## src/rtl/gspi_pkg.sv

```systemverilog
// Shared package for the gamepad SPI init-and-poll sequencer.
// Holds payload structs, the frame enum, protocol constants and lookup functions.
// No dependencies.
`default_nettype none

package gspi_pkg;

    // Frame kinds, in report encoding
    typedef enum logic [2:0] {
        FR_ENTER  = 3'd0,
        FR_ANALOG = 3'd1,
        FR_MOTOR  = 3'd2,
        FR_PRESS  = 3'd3,
        FR_EXIT   = 3'd4,
        FR_POLL   = 3'd5
    } t_frame;

    // Item modes
    localparam logic MODE_START    = 1'b0;
    localparam logic MODE_EXCHANGE = 1'b1;

    // Protocol bytes
    localparam logic [7:0] POLL_ID_PRESSURE = 8'h9E;
    localparam logic [7:0] ENTER_ACK        = 8'h5A;
    localparam logic [7:0] MOTOR_ECHO_SMALL = 8'h00;
    localparam logic [7:0] MOTOR_ECHO_LARGE = 8'h80;
    localparam logic [7:0] BUTTONS_XOR      = 8'h0F;
    localparam logic [4:0] BUTTONS_SLOT     = 5'd2;

    // Frame lengths and poll reply window
    localparam logic [4:0] LEN_SHORT   = 5'd5;
    localparam logic [4:0] LEN_CONFIG  = 5'd9;
    localparam logic [4:0] LEN_POLL    = 5'd21;
    localparam logic [4:0] POS_ID      = 5'd1;
    localparam logic [4:0] POS_ACK     = 5'd2;
    localparam logic [4:0] POS_SMALL   = 5'd3;
    localparam logic [4:0] POS_LARGE   = 5'd4;
    localparam logic [4:0] POS_REPORT0 = 5'd3;

    // Poll countdown codes
    localparam logic [1:0] POLLS_NONE = 2'd0;
    localparam logic [1:0] POLLS_ONE  = 2'd1;
    localparam logic [1:0] POLLS_ZERO_MOTOR = 2'd2;

    typedef struct packed {
        logic       mode;
        logic [7:0] rx_byte;
        logic [7:0] small_motor;
        logic [7:0] large_motor;
    } t_in_item;

    typedef struct packed {
        logic [7:0] tx_byte;
        logic       tx_valid;
        logic       select_active;
        logic       frame_done;
        logic [2:0] frame_kind;
        logic       report_write;
        logic [4:0] report_index;
        logic [7:0] report_value;
        logic       motor_boost;
        logic       link_ready;
    } t_out_item;

    // Number of bytes in a frame
    function automatic logic [4:0] frame_len(input t_frame kind);
        logic [4:0] len;
        unique case (kind)
            FR_ENTER: len = LEN_SHORT;
            FR_POLL:  len = LEN_POLL;
            default:  len = LEN_CONFIG;
        endcase
        return len;
    endfunction

    // Command byte for a position within a frame
    function automatic logic [7:0] cmd_byte(input t_frame kind, input logic [4:0] pos,
                                            input logic [7:0] sm, input logic [7:0] lg);
        logic [7:0] b;
        b = 8'h00;
        if (pos == 5'd0) begin
            b = 8'h80;
        end else if (pos == 5'd1) begin
            unique case (kind)
                FR_ENTER:  b = 8'hC2;
                FR_ANALOG: b = 8'h22;
                FR_MOTOR:  b = 8'hB2;
                FR_PRESS:  b = 8'hF2;
                FR_EXIT:   b = 8'hC2;
                FR_POLL:   b = 8'h42;
                default:   b = 8'h00;
            endcase
        end else begin
            unique case (kind)
                FR_ENTER:  b = (pos == 5'd3) ? 8'h80 : 8'h00;
                FR_ANALOG: begin
                    if (pos == 5'd3) b = 8'h80;
                    else if (pos == 5'd4) b = 8'hC0;
                end
                FR_MOTOR: begin
                    if (pos == 5'd4) b = 8'h80;
                    else if (pos >= 5'd5 && pos <= 5'd8) b = 8'hFF;
                end
                FR_PRESS: begin
                    if (pos == 5'd3 || pos == 5'd4) b = 8'hFF;
                    else if (pos == 5'd5) b = 8'hC0;
                end
                FR_EXIT:   b = (pos >= 5'd4 && pos <= 5'd8) ? 8'h5A : 8'h00;
                // small motor sent as 255 * value mod 256, i.e. negated
                FR_POLL: begin
                    if (pos == POS_SMALL) b = 8'(~sm + 8'd1);
                    else if (pos == POS_LARGE) b = lg;
                end
                default:   b = 8'h00;
            endcase
        end
        return b;
    endfunction

    // Report slot for poll reply positions 3..20 (offset from position 3)
    function automatic logic [4:0] report_slot(input logic [4:0] ofs);
        logic [4:0] s;
        unique case (ofs)
            5'd0:    s = 5'd2;
            5'd1:    s = 5'd3;
            5'd2:    s = 5'd8;
            5'd3:    s = 5'd9;
            5'd4:    s = 5'd6;
            5'd5:    s = 5'd7;
            5'd6:    s = 5'd15;
            5'd7:    s = 5'd17;
            5'd8:    s = 5'd14;
            5'd9:    s = 5'd16;
            5'd10:   s = 5'd22;
            5'd11:   s = 5'd23;
            5'd12:   s = 5'd24;
            5'd13:   s = 5'd25;
            5'd14:   s = 5'd20;
            5'd15:   s = 5'd21;
            5'd16:   s = 5'd18;
            5'd17:   s = 5'd19;
            default: s = 5'd0;
        endcase
        return s;
    endfunction

    // Reply bytes arrive LSB first
    function automatic logic [7:0] bit_rev(input logic [7:0] b);
        logic [7:0] r;
        for (int i = 0; i < 8; i++) begin
            r[i] = b[7 - i];
        end
        return r;
    endfunction

endpackage

`default_nettype wire

```

## src/rtl/gamepad_spi_init_and_poll_sequencer.sv

```systemverilog
// Top level of the gamepad SPI init-and-poll sequencer.
// Frame sequencing, command byte generation and poll reply translation.
// Depends on gspi_pkg.
//
// Channel  Direction  Handshake                 Payload
// in       input      i_in_valid / o_in_stall   i_in_data  (t_in_item)
// out      output     o_out_valid / i_out_stall o_out_data (t_out_item)
//
// Every accepted item produces exactly one result, registered for the cycle after accept.
// Throughput is one item per cycle while the output is not stalled; the sequencer state registers update at accept.
// The single output register is the only buffer: input stalls only while it is
// full and the downstream side stalls.
// Synchronous active-low reset returns to the config entry frame with no frame open.
`default_nettype none

module gamepad_spi_init_and_poll_sequencer (
    input  wire                  i_clk,
    input  wire                  i_rst_n,
    input  wire                  i_in_valid,
    output logic                 o_in_stall,
    input  wire gspi_pkg::t_in_item i_in_data,
    output logic                 o_out_valid,
    input  wire                  i_out_stall,
    output gspi_pkg::t_out_item  o_out_data
);
    import gspi_pkg::*;

    // Sequencer state
    t_frame      r_frame,      n_frame;
    logic [4:0]  r_pos,        n_pos;
    logic        r_in_frame,   n_in_frame;
    logic [7:0]  r_poll_id,    n_poll_id;
    logic [7:0]  r_enter_reply, n_enter_reply;
    logic [7:0]  r_small_echo, n_small_echo;
    logic [7:0]  r_large_echo, n_large_echo;
    logic        r_confirm,    n_confirm;
    logic [1:0]  r_polls,      n_polls;

    // Result register
    logic        r_out_valid;
    t_out_item   r_out,        n_out;

    logic        accept;
    logic        exch;
    logic        zero_motor;
    logic [7:0]  sm, lg;
    logic [4:0]  nxt;
    logic        last_byte;
    logic        in_report;
    logic [1:0]  polls_dec;

    assign o_in_stall  = r_out_valid & i_out_stall;
    assign accept      = i_in_valid & ~o_in_stall;
    assign o_out_valid = r_out_valid;
    assign o_out_data  = r_out;

    // Shared decode
    assign exch       = (i_in_data.mode == MODE_EXCHANGE) & r_in_frame;
    assign zero_motor = (r_frame == FR_POLL) && (r_polls == POLLS_ZERO_MOTOR);
    assign sm         = zero_motor ? 8'h00 : i_in_data.small_motor;
    assign lg         = zero_motor ? 8'h00 : i_in_data.large_motor;
    assign nxt        = r_pos + 5'd1;
    assign last_byte  = (nxt >= frame_len(r_frame));
    assign in_report  = (r_frame == FR_POLL) && (r_pos >= POS_REPORT0) && (r_pos < LEN_POLL);
    assign polls_dec  = (r_polls != POLLS_NONE) ? r_polls - 2'd1 : POLLS_NONE;

    // Next state
    always_comb begin
        n_frame       = r_frame;
        n_pos         = r_pos;
        n_in_frame    = r_in_frame;
        n_poll_id     = r_poll_id;
        n_enter_reply = r_enter_reply;
        n_small_echo  = r_small_echo;
        n_large_echo  = r_large_echo;
        n_confirm     = r_confirm;
        n_polls       = r_polls;
        if (i_in_data.mode == MODE_START) begin
            n_in_frame = 1'b1;
            n_pos      = 5'd0;
        end else if (r_in_frame) begin
            // capture replies checked at frame end
            if (r_frame == FR_ENTER && r_pos == POS_ACK)   n_enter_reply = i_in_data.rx_byte;
            if (r_frame == FR_MOTOR && r_pos == POS_SMALL) n_small_echo  = i_in_data.rx_byte;
            if (r_frame == FR_MOTOR && r_pos == POS_LARGE) n_large_echo  = i_in_data.rx_byte;
            if (r_frame == FR_POLL  && r_pos == POS_ID)    n_poll_id     = i_in_data.rx_byte;
            if (!last_byte) begin
                n_pos = nxt;
            end else begin
                n_in_frame = 1'b0;
                n_pos      = 5'd0;
                // frame order
                unique case (r_frame)
                    FR_ENTER: begin
                        if (r_enter_reply == ENTER_ACK) begin
                            n_frame = FR_ANALOG;
                        end else begin
                            n_frame = FR_POLL;
                            n_polls = POLLS_ONE;
                        end
                    end
                    FR_ANALOG: n_frame = FR_MOTOR;
                    FR_MOTOR: begin
                        if (r_confirm) begin
                            n_confirm = 1'b0;
                            n_frame   = FR_PRESS;
                        end else begin
                            n_frame = FR_MOTOR;
                            if (r_small_echo == MOTOR_ECHO_SMALL &&
                                r_large_echo == MOTOR_ECHO_LARGE) begin
                                n_confirm = 1'b1;
                            end
                        end
                    end
                    FR_PRESS: n_frame = FR_EXIT;
                    FR_EXIT: begin
                        n_frame = FR_POLL;
                        n_polls = POLLS_ZERO_MOTOR;
                    end
                    FR_POLL: begin
                        if (polls_dec != POLLS_NONE) begin
                            n_frame = FR_POLL;
                            n_polls = polls_dec;
                        end else if (r_poll_id == POLL_ID_PRESSURE) begin
                            n_frame = FR_POLL;
                            n_polls = POLLS_ONE;
                        end else begin
                            n_frame = FR_ENTER;
                            n_polls = POLLS_NONE;
                        end
                    end
                    default: n_frame = FR_ENTER;
                endcase
            end
        end
    end

    // Result item
    always_comb begin
        n_out              = '0;
        n_out.frame_kind   = r_frame;
        n_out.link_ready   = (n_poll_id == POLL_ID_PRESSURE);
        if (i_in_data.mode == MODE_START) begin
            n_out.tx_byte       = cmd_byte(r_frame, 5'd0, sm, lg);
            n_out.tx_valid      = 1'b1;
            n_out.select_active = 1'b1;
        end else if (r_in_frame) begin
            if (!last_byte) begin
                n_out.tx_byte       = cmd_byte(r_frame, nxt, sm, lg);
                n_out.tx_valid      = 1'b1;
                n_out.select_active = 1'b1;
            end else begin
                n_out.frame_done = 1'b1;
            end
            if (in_report) begin
                n_out.report_write = 1'b1;
                n_out.report_index = report_slot(r_pos - POS_REPORT0);
                n_out.report_value = bit_rev(i_in_data.rx_byte) ^
                    ((report_slot(r_pos - POS_REPORT0) == BUTTONS_SLOT) ? BUTTONS_XOR : 8'h00);
            end
        end
        n_out.motor_boost = (r_frame == FR_POLL) &&
                            ((i_in_data.mode == MODE_START) || exch) &&
                            ((sm | lg) == 8'h00);
    end

    // State and result registers
    always_ff @(posedge i_clk) begin
        if (!i_rst_n) begin
            r_frame       <= FR_ENTER;
            r_pos         <= 5'd0;
            r_in_frame    <= 1'b0;
            r_poll_id     <= 8'h00;
            r_enter_reply <= 8'h00;
            r_small_echo  <= 8'h00;
            r_large_echo  <= 8'h00;
            r_confirm     <= 1'b0;
            r_polls       <= POLLS_NONE;
            r_out_valid   <= 1'b0;
        end else begin
            if (accept) begin
                r_frame       <= n_frame;
                r_pos         <= n_pos;
                r_in_frame    <= n_in_frame;
                r_poll_id     <= n_poll_id;
                r_enter_reply <= n_enter_reply;
                r_small_echo  <= n_small_echo;
                r_large_echo  <= n_large_echo;
                r_confirm     <= n_confirm;
                r_polls       <= n_polls;
                r_out_valid   <= 1'b1;
            end else if (!i_out_stall) begin
                r_out_valid   <= 1'b0;
            end
        end
    end

    always_ff @(posedge i_clk) begin
        if (accept) begin
            r_out <= n_out;
        end
    end

endmodule

`default_nettype wire

```

## config.mk

```make
export PLATFORM = sky130hd
export DESIGN_NAME = gamepad_spi_init_and_poll_sequencer
export DESIGN_NICKNAME = d
export VERILOG_FILES = /design/src/rtl/gspi_pkg.sv /design/src/rtl/gamepad_spi_init_and_poll_sequencer.sv
export SDC_FILE = /design/constraint.sdc
export NUM_CORES = 1
export LEC_CHECK = 0
export BUFFER_PORTS_ARGS = -buffer_cell sky130_fd_sc_hd__buf_2
export CORE_MARGIN = 2
export CORE_UTILIZATION = 54
export CTS_BUF_LIST = sky130_fd_sc_hd__clkbuf_2
export DETAILED_ROUTE_END_ITERATION = 6
export PLACE_DENSITY_LB_ADDON = 0.15
export SETUP_SLACK_MARGIN = 0.5
export SYNTH_ARGS = -nofsm -noshare
export SYNTH_HDL_FRONTEND = slang
export SYNTH_SLANG_ARGS = --single-unit
```

## constraint.sdc

```tcl
create_clock -name i_clk -period 2.6 [get_ports i_clk]
set_input_delay 0.39 -clock i_clk [delete_from_list [all_inputs] [get_ports i_clk]]
set_output_delay 0.39 -clock i_clk [all_outputs]
set_load 0.01 [all_outputs]
```

==> impl_metrics.tcl <==
set metrics [dict create \
    vias 3991 \
    rsz0062_at_grt "yes" \
    period_share_pct 91.2 \
    synth-simple-area-share_pct 23.1 \
    ioPinCount 61 \
    synth_area_leaders "dfxtp_1, edfxtp_1, mux2i_1, nor2_1, ha_1" \
    period_needed_ns 2.37 \
    avgSynthCellArea_um2 9.34 \
    synthFlopType "dfxtp_1" \
    synth_top_cell_area_share_pct 21.2 \
    antennaDiodeCount 0 \
    grt_usage_pct 26.7 \
    whs_endpoint "o_out_valid" \
    die_w_um 92.7 \
    outcome "finished clean" \
    syn-cell-area_mm2 0.00425 \
    synthAdderAreaFrac_pct 3.53 \
    critPathMaxFanout 7 \
    setup_slack_ns 0.228 \
    grt_pass1_vias 3735 \
    clockRootBuffer "clkbuf_2" \
    synth_nets 496 \
    fin_nets 602 \
    area_delta_synth_final_pct 29.8 \
    place_congestion 0.905 \
    ys_warn_count 0 \
    yosysTopAreaCell "dfxtp_1" \
    synth_top_family_by_area "simple AND/OR/NAND/NOR gates" \
    post-place-ws_ns 0.0963 \
    first_iter_violations 301 \
    cp-end-kind "register" \
    vdd_drop_max_mv 0.279 \
    final_max_slew_viol_count 0 \
    wl_um 11600 \
    maxCapViolCount 0 \
    design_area_mm2 0.00552 \
    tns_ns 0 \
    path_clk_slew_ns 0.23 \
    r2r_start "r_pos[1]" \
    grt_pass1_wl_um 18100 \
    cts_tree "built" \
    design_power_total_mw 2.04 \
    multi_input_comb_area_mm2 0.00262 \
    p_leak_nw 2.29 \
    hp-start "i_in_valid" \
    worstReg2RegEnd "o_out_data[27]" \
    synthArstFlopShare_pct 0 \
    relSlewSlack_pct 50.9 \
    hpwl_um 7680 \
    start_kind "register" \
    placed_cell_area_mm2 0.00483 \
    crit_required_ns 3.00 \
    synthMuxAreaShare_pct 8.00 \
    hold_path.class "in2reg" \
    fmax_mhz 422 \
    drt_first_pass_iters 6 \
    ctsHoldBuffers 0 \
    dieHeight_um 92.7 \
    avgViaCountPerCell 5.97 \
    insertion_delay_ns 0.53 \
    wl_per_cell_um 17.4 \
    rows 32 \
    synth_cells 455 \
    initial_utilization_pct 55.3 \
    rr_worst_depth 12 \
    holdPathStages 2 \
    fillers 576 \
    hold_viol 0 \
    post-route-drc-count 0 \
    synth-compound-area-share_pct 16.0 \
    drive_gt1_share_pct 36.9 \
    htreeDepth 3 \
    rrSetupSlack_ns 0.23 \
    register_area_mm2 0.00179 \
    portBuffers 60 \
    worst_pin_slew_ns 0.729 \
    cts.path.max_buffers 2 \
    arrival_ns 2.77 \
    grt_overflow 0 \
    synth_edf_count 29 \
    synth_cell_types 73 \
    synth_xor_xnor_area_share_pct 3.09 \
    grt_start_max_net_pins 30 \
    cts-buffers-inserted 9 \
    setup.worst_path.start "r_pos[1]" \
    critical_path_class "reg2reg" \
    seq_area_frac_synth_pct 41.7 \
    power.density_mw_per_mm2 370 \
    synth_seq_cells 74 \
    finalSetupViolations 0 \
    ant_nets 0 \
    antenna_found_initial 0 \
    clock_skew_ns 0.0397 \
    core_mm2 0.00769 \
    die_area_mm2 0.00860 \
    clock_sinks 74 \
]
## cells in the final DEF (no fill, tap or decap), types with 11 or more instances in the layout
cell      count
nor2_1       56
mux2i_1      34
nand3_1      13
a21oi_1      11
dfxtp_1      37
o21ai_0      13
buf_4        46
buf_2        60
edfxtp_1     29
nand2_1      29
## area by class of cell
type,count,area share (%)
Multi-Input combinational cell,343,47.5
Sequential cell,74,32.5
Inverter,15,1.25
Clock buffer,9,0.816
Timing Repair Buffer,118,14.5
Clock inverter,7,1.22
Tap cell,102,2.31
## flip-flops by register name (all words and copies together), names as in the netlist
register,count
o_out_data,29
r_large_echo,8
r_small_echo,8
o_out_valid,1
r_enter_reply,8
r_pos,5
r_poll_id,8
r_frame,3
r_polls,2
r_in_frame,1
r_confirm,1
## what timing repair did
| action | in CTS | in global routing |
|---|---|---|
| resized for setup | 29 | 40 |
| endpoints found under the setup margin | 35 | 33 |
| pin swaps | 13 | 16 |
| setup buffers | 26 | 10 |
## cell families (layout without fill, tap and decap cells)
| logic type | after synthesis | in the layout |
|---|---|---|
| xor+xnor | 15 | 15 |
| compound gates | 96 | 96 |
| fa+ha+maj | 12 | 12 |
| mux | 34 | 34 |
| flops | 74 | 74 |
| simple gates | 186 | 186 |
| buf+inv | 38 | 149 |
## stage by stage
step	cells	utilization, %	hold WS [ns]
global placement	616	62.8	0.468
detailed placement	616	62.8	0.482
global route	668	71.8	0.0493
floorplan	455	-	0.418
finish	668	71.8	0.0744
CTS	658	68.4	0.0651
## layer usage
metal  vias to the layer above  part of all wire, %  global-route usage [%]
li1                       1872                    -                       -
met2                       183                   47                    43.9
met1                      1894                   42                    35.4
met3                        42                  7.1                    4.31
met5                         -                    0                       0
met4                         0                  3.7                    10.5
## where the power goes
| group | switching, mW | internal [mW] | total [mW] |
|---|---|---|---|
| combinational | 0.105 | 0.0640 | 0.169 |
| sequential | 0.00774 | 1.23 | 1.23 |
| clock | 0.424 | 0.219 | 0.643 |
| total | 0.537 | 1.51 | 2.04 |
## critical path: stages (launching register included)
cell	delay, ns
dfxtp_4	0.46
ha_4	0.19
buf_6	0.11
nor2b_4	0.04
nor2_4	0.13
inv_2	0.07
ha_4	0.16
a21oi_2	0.14
o21ai_2	0.07
a21oi_2	0.21
nor3b_4	0.30
nand3_2	0.18
o22ai_1	0.19
## cells in the mapped netlist (9+ instances only)
library cell	instances
a21oi_1	15
and2_1	9
buf_2	10
dfxtp_1	45
edfxtp_1	29
ha_1	12
inv_1	12
mux2i_1	34
nand2_1	31
nand3_1	16
nor2_1	58
nor3_1	10
o21ai_0	15
## worst max path at each step
stage | endpoint | cells past startpoint
final | o_out_data[27] | 12
after floorplan | r_frame[1] | 12
after global placement | r_confirm | 11
after detailed placement | o_out_data[28] | 11
after global routing | o_out_data[27] | 12
after CTS | o_out_data[26] | 12
No activity file was read; power rests on OpenSTA's default activity.
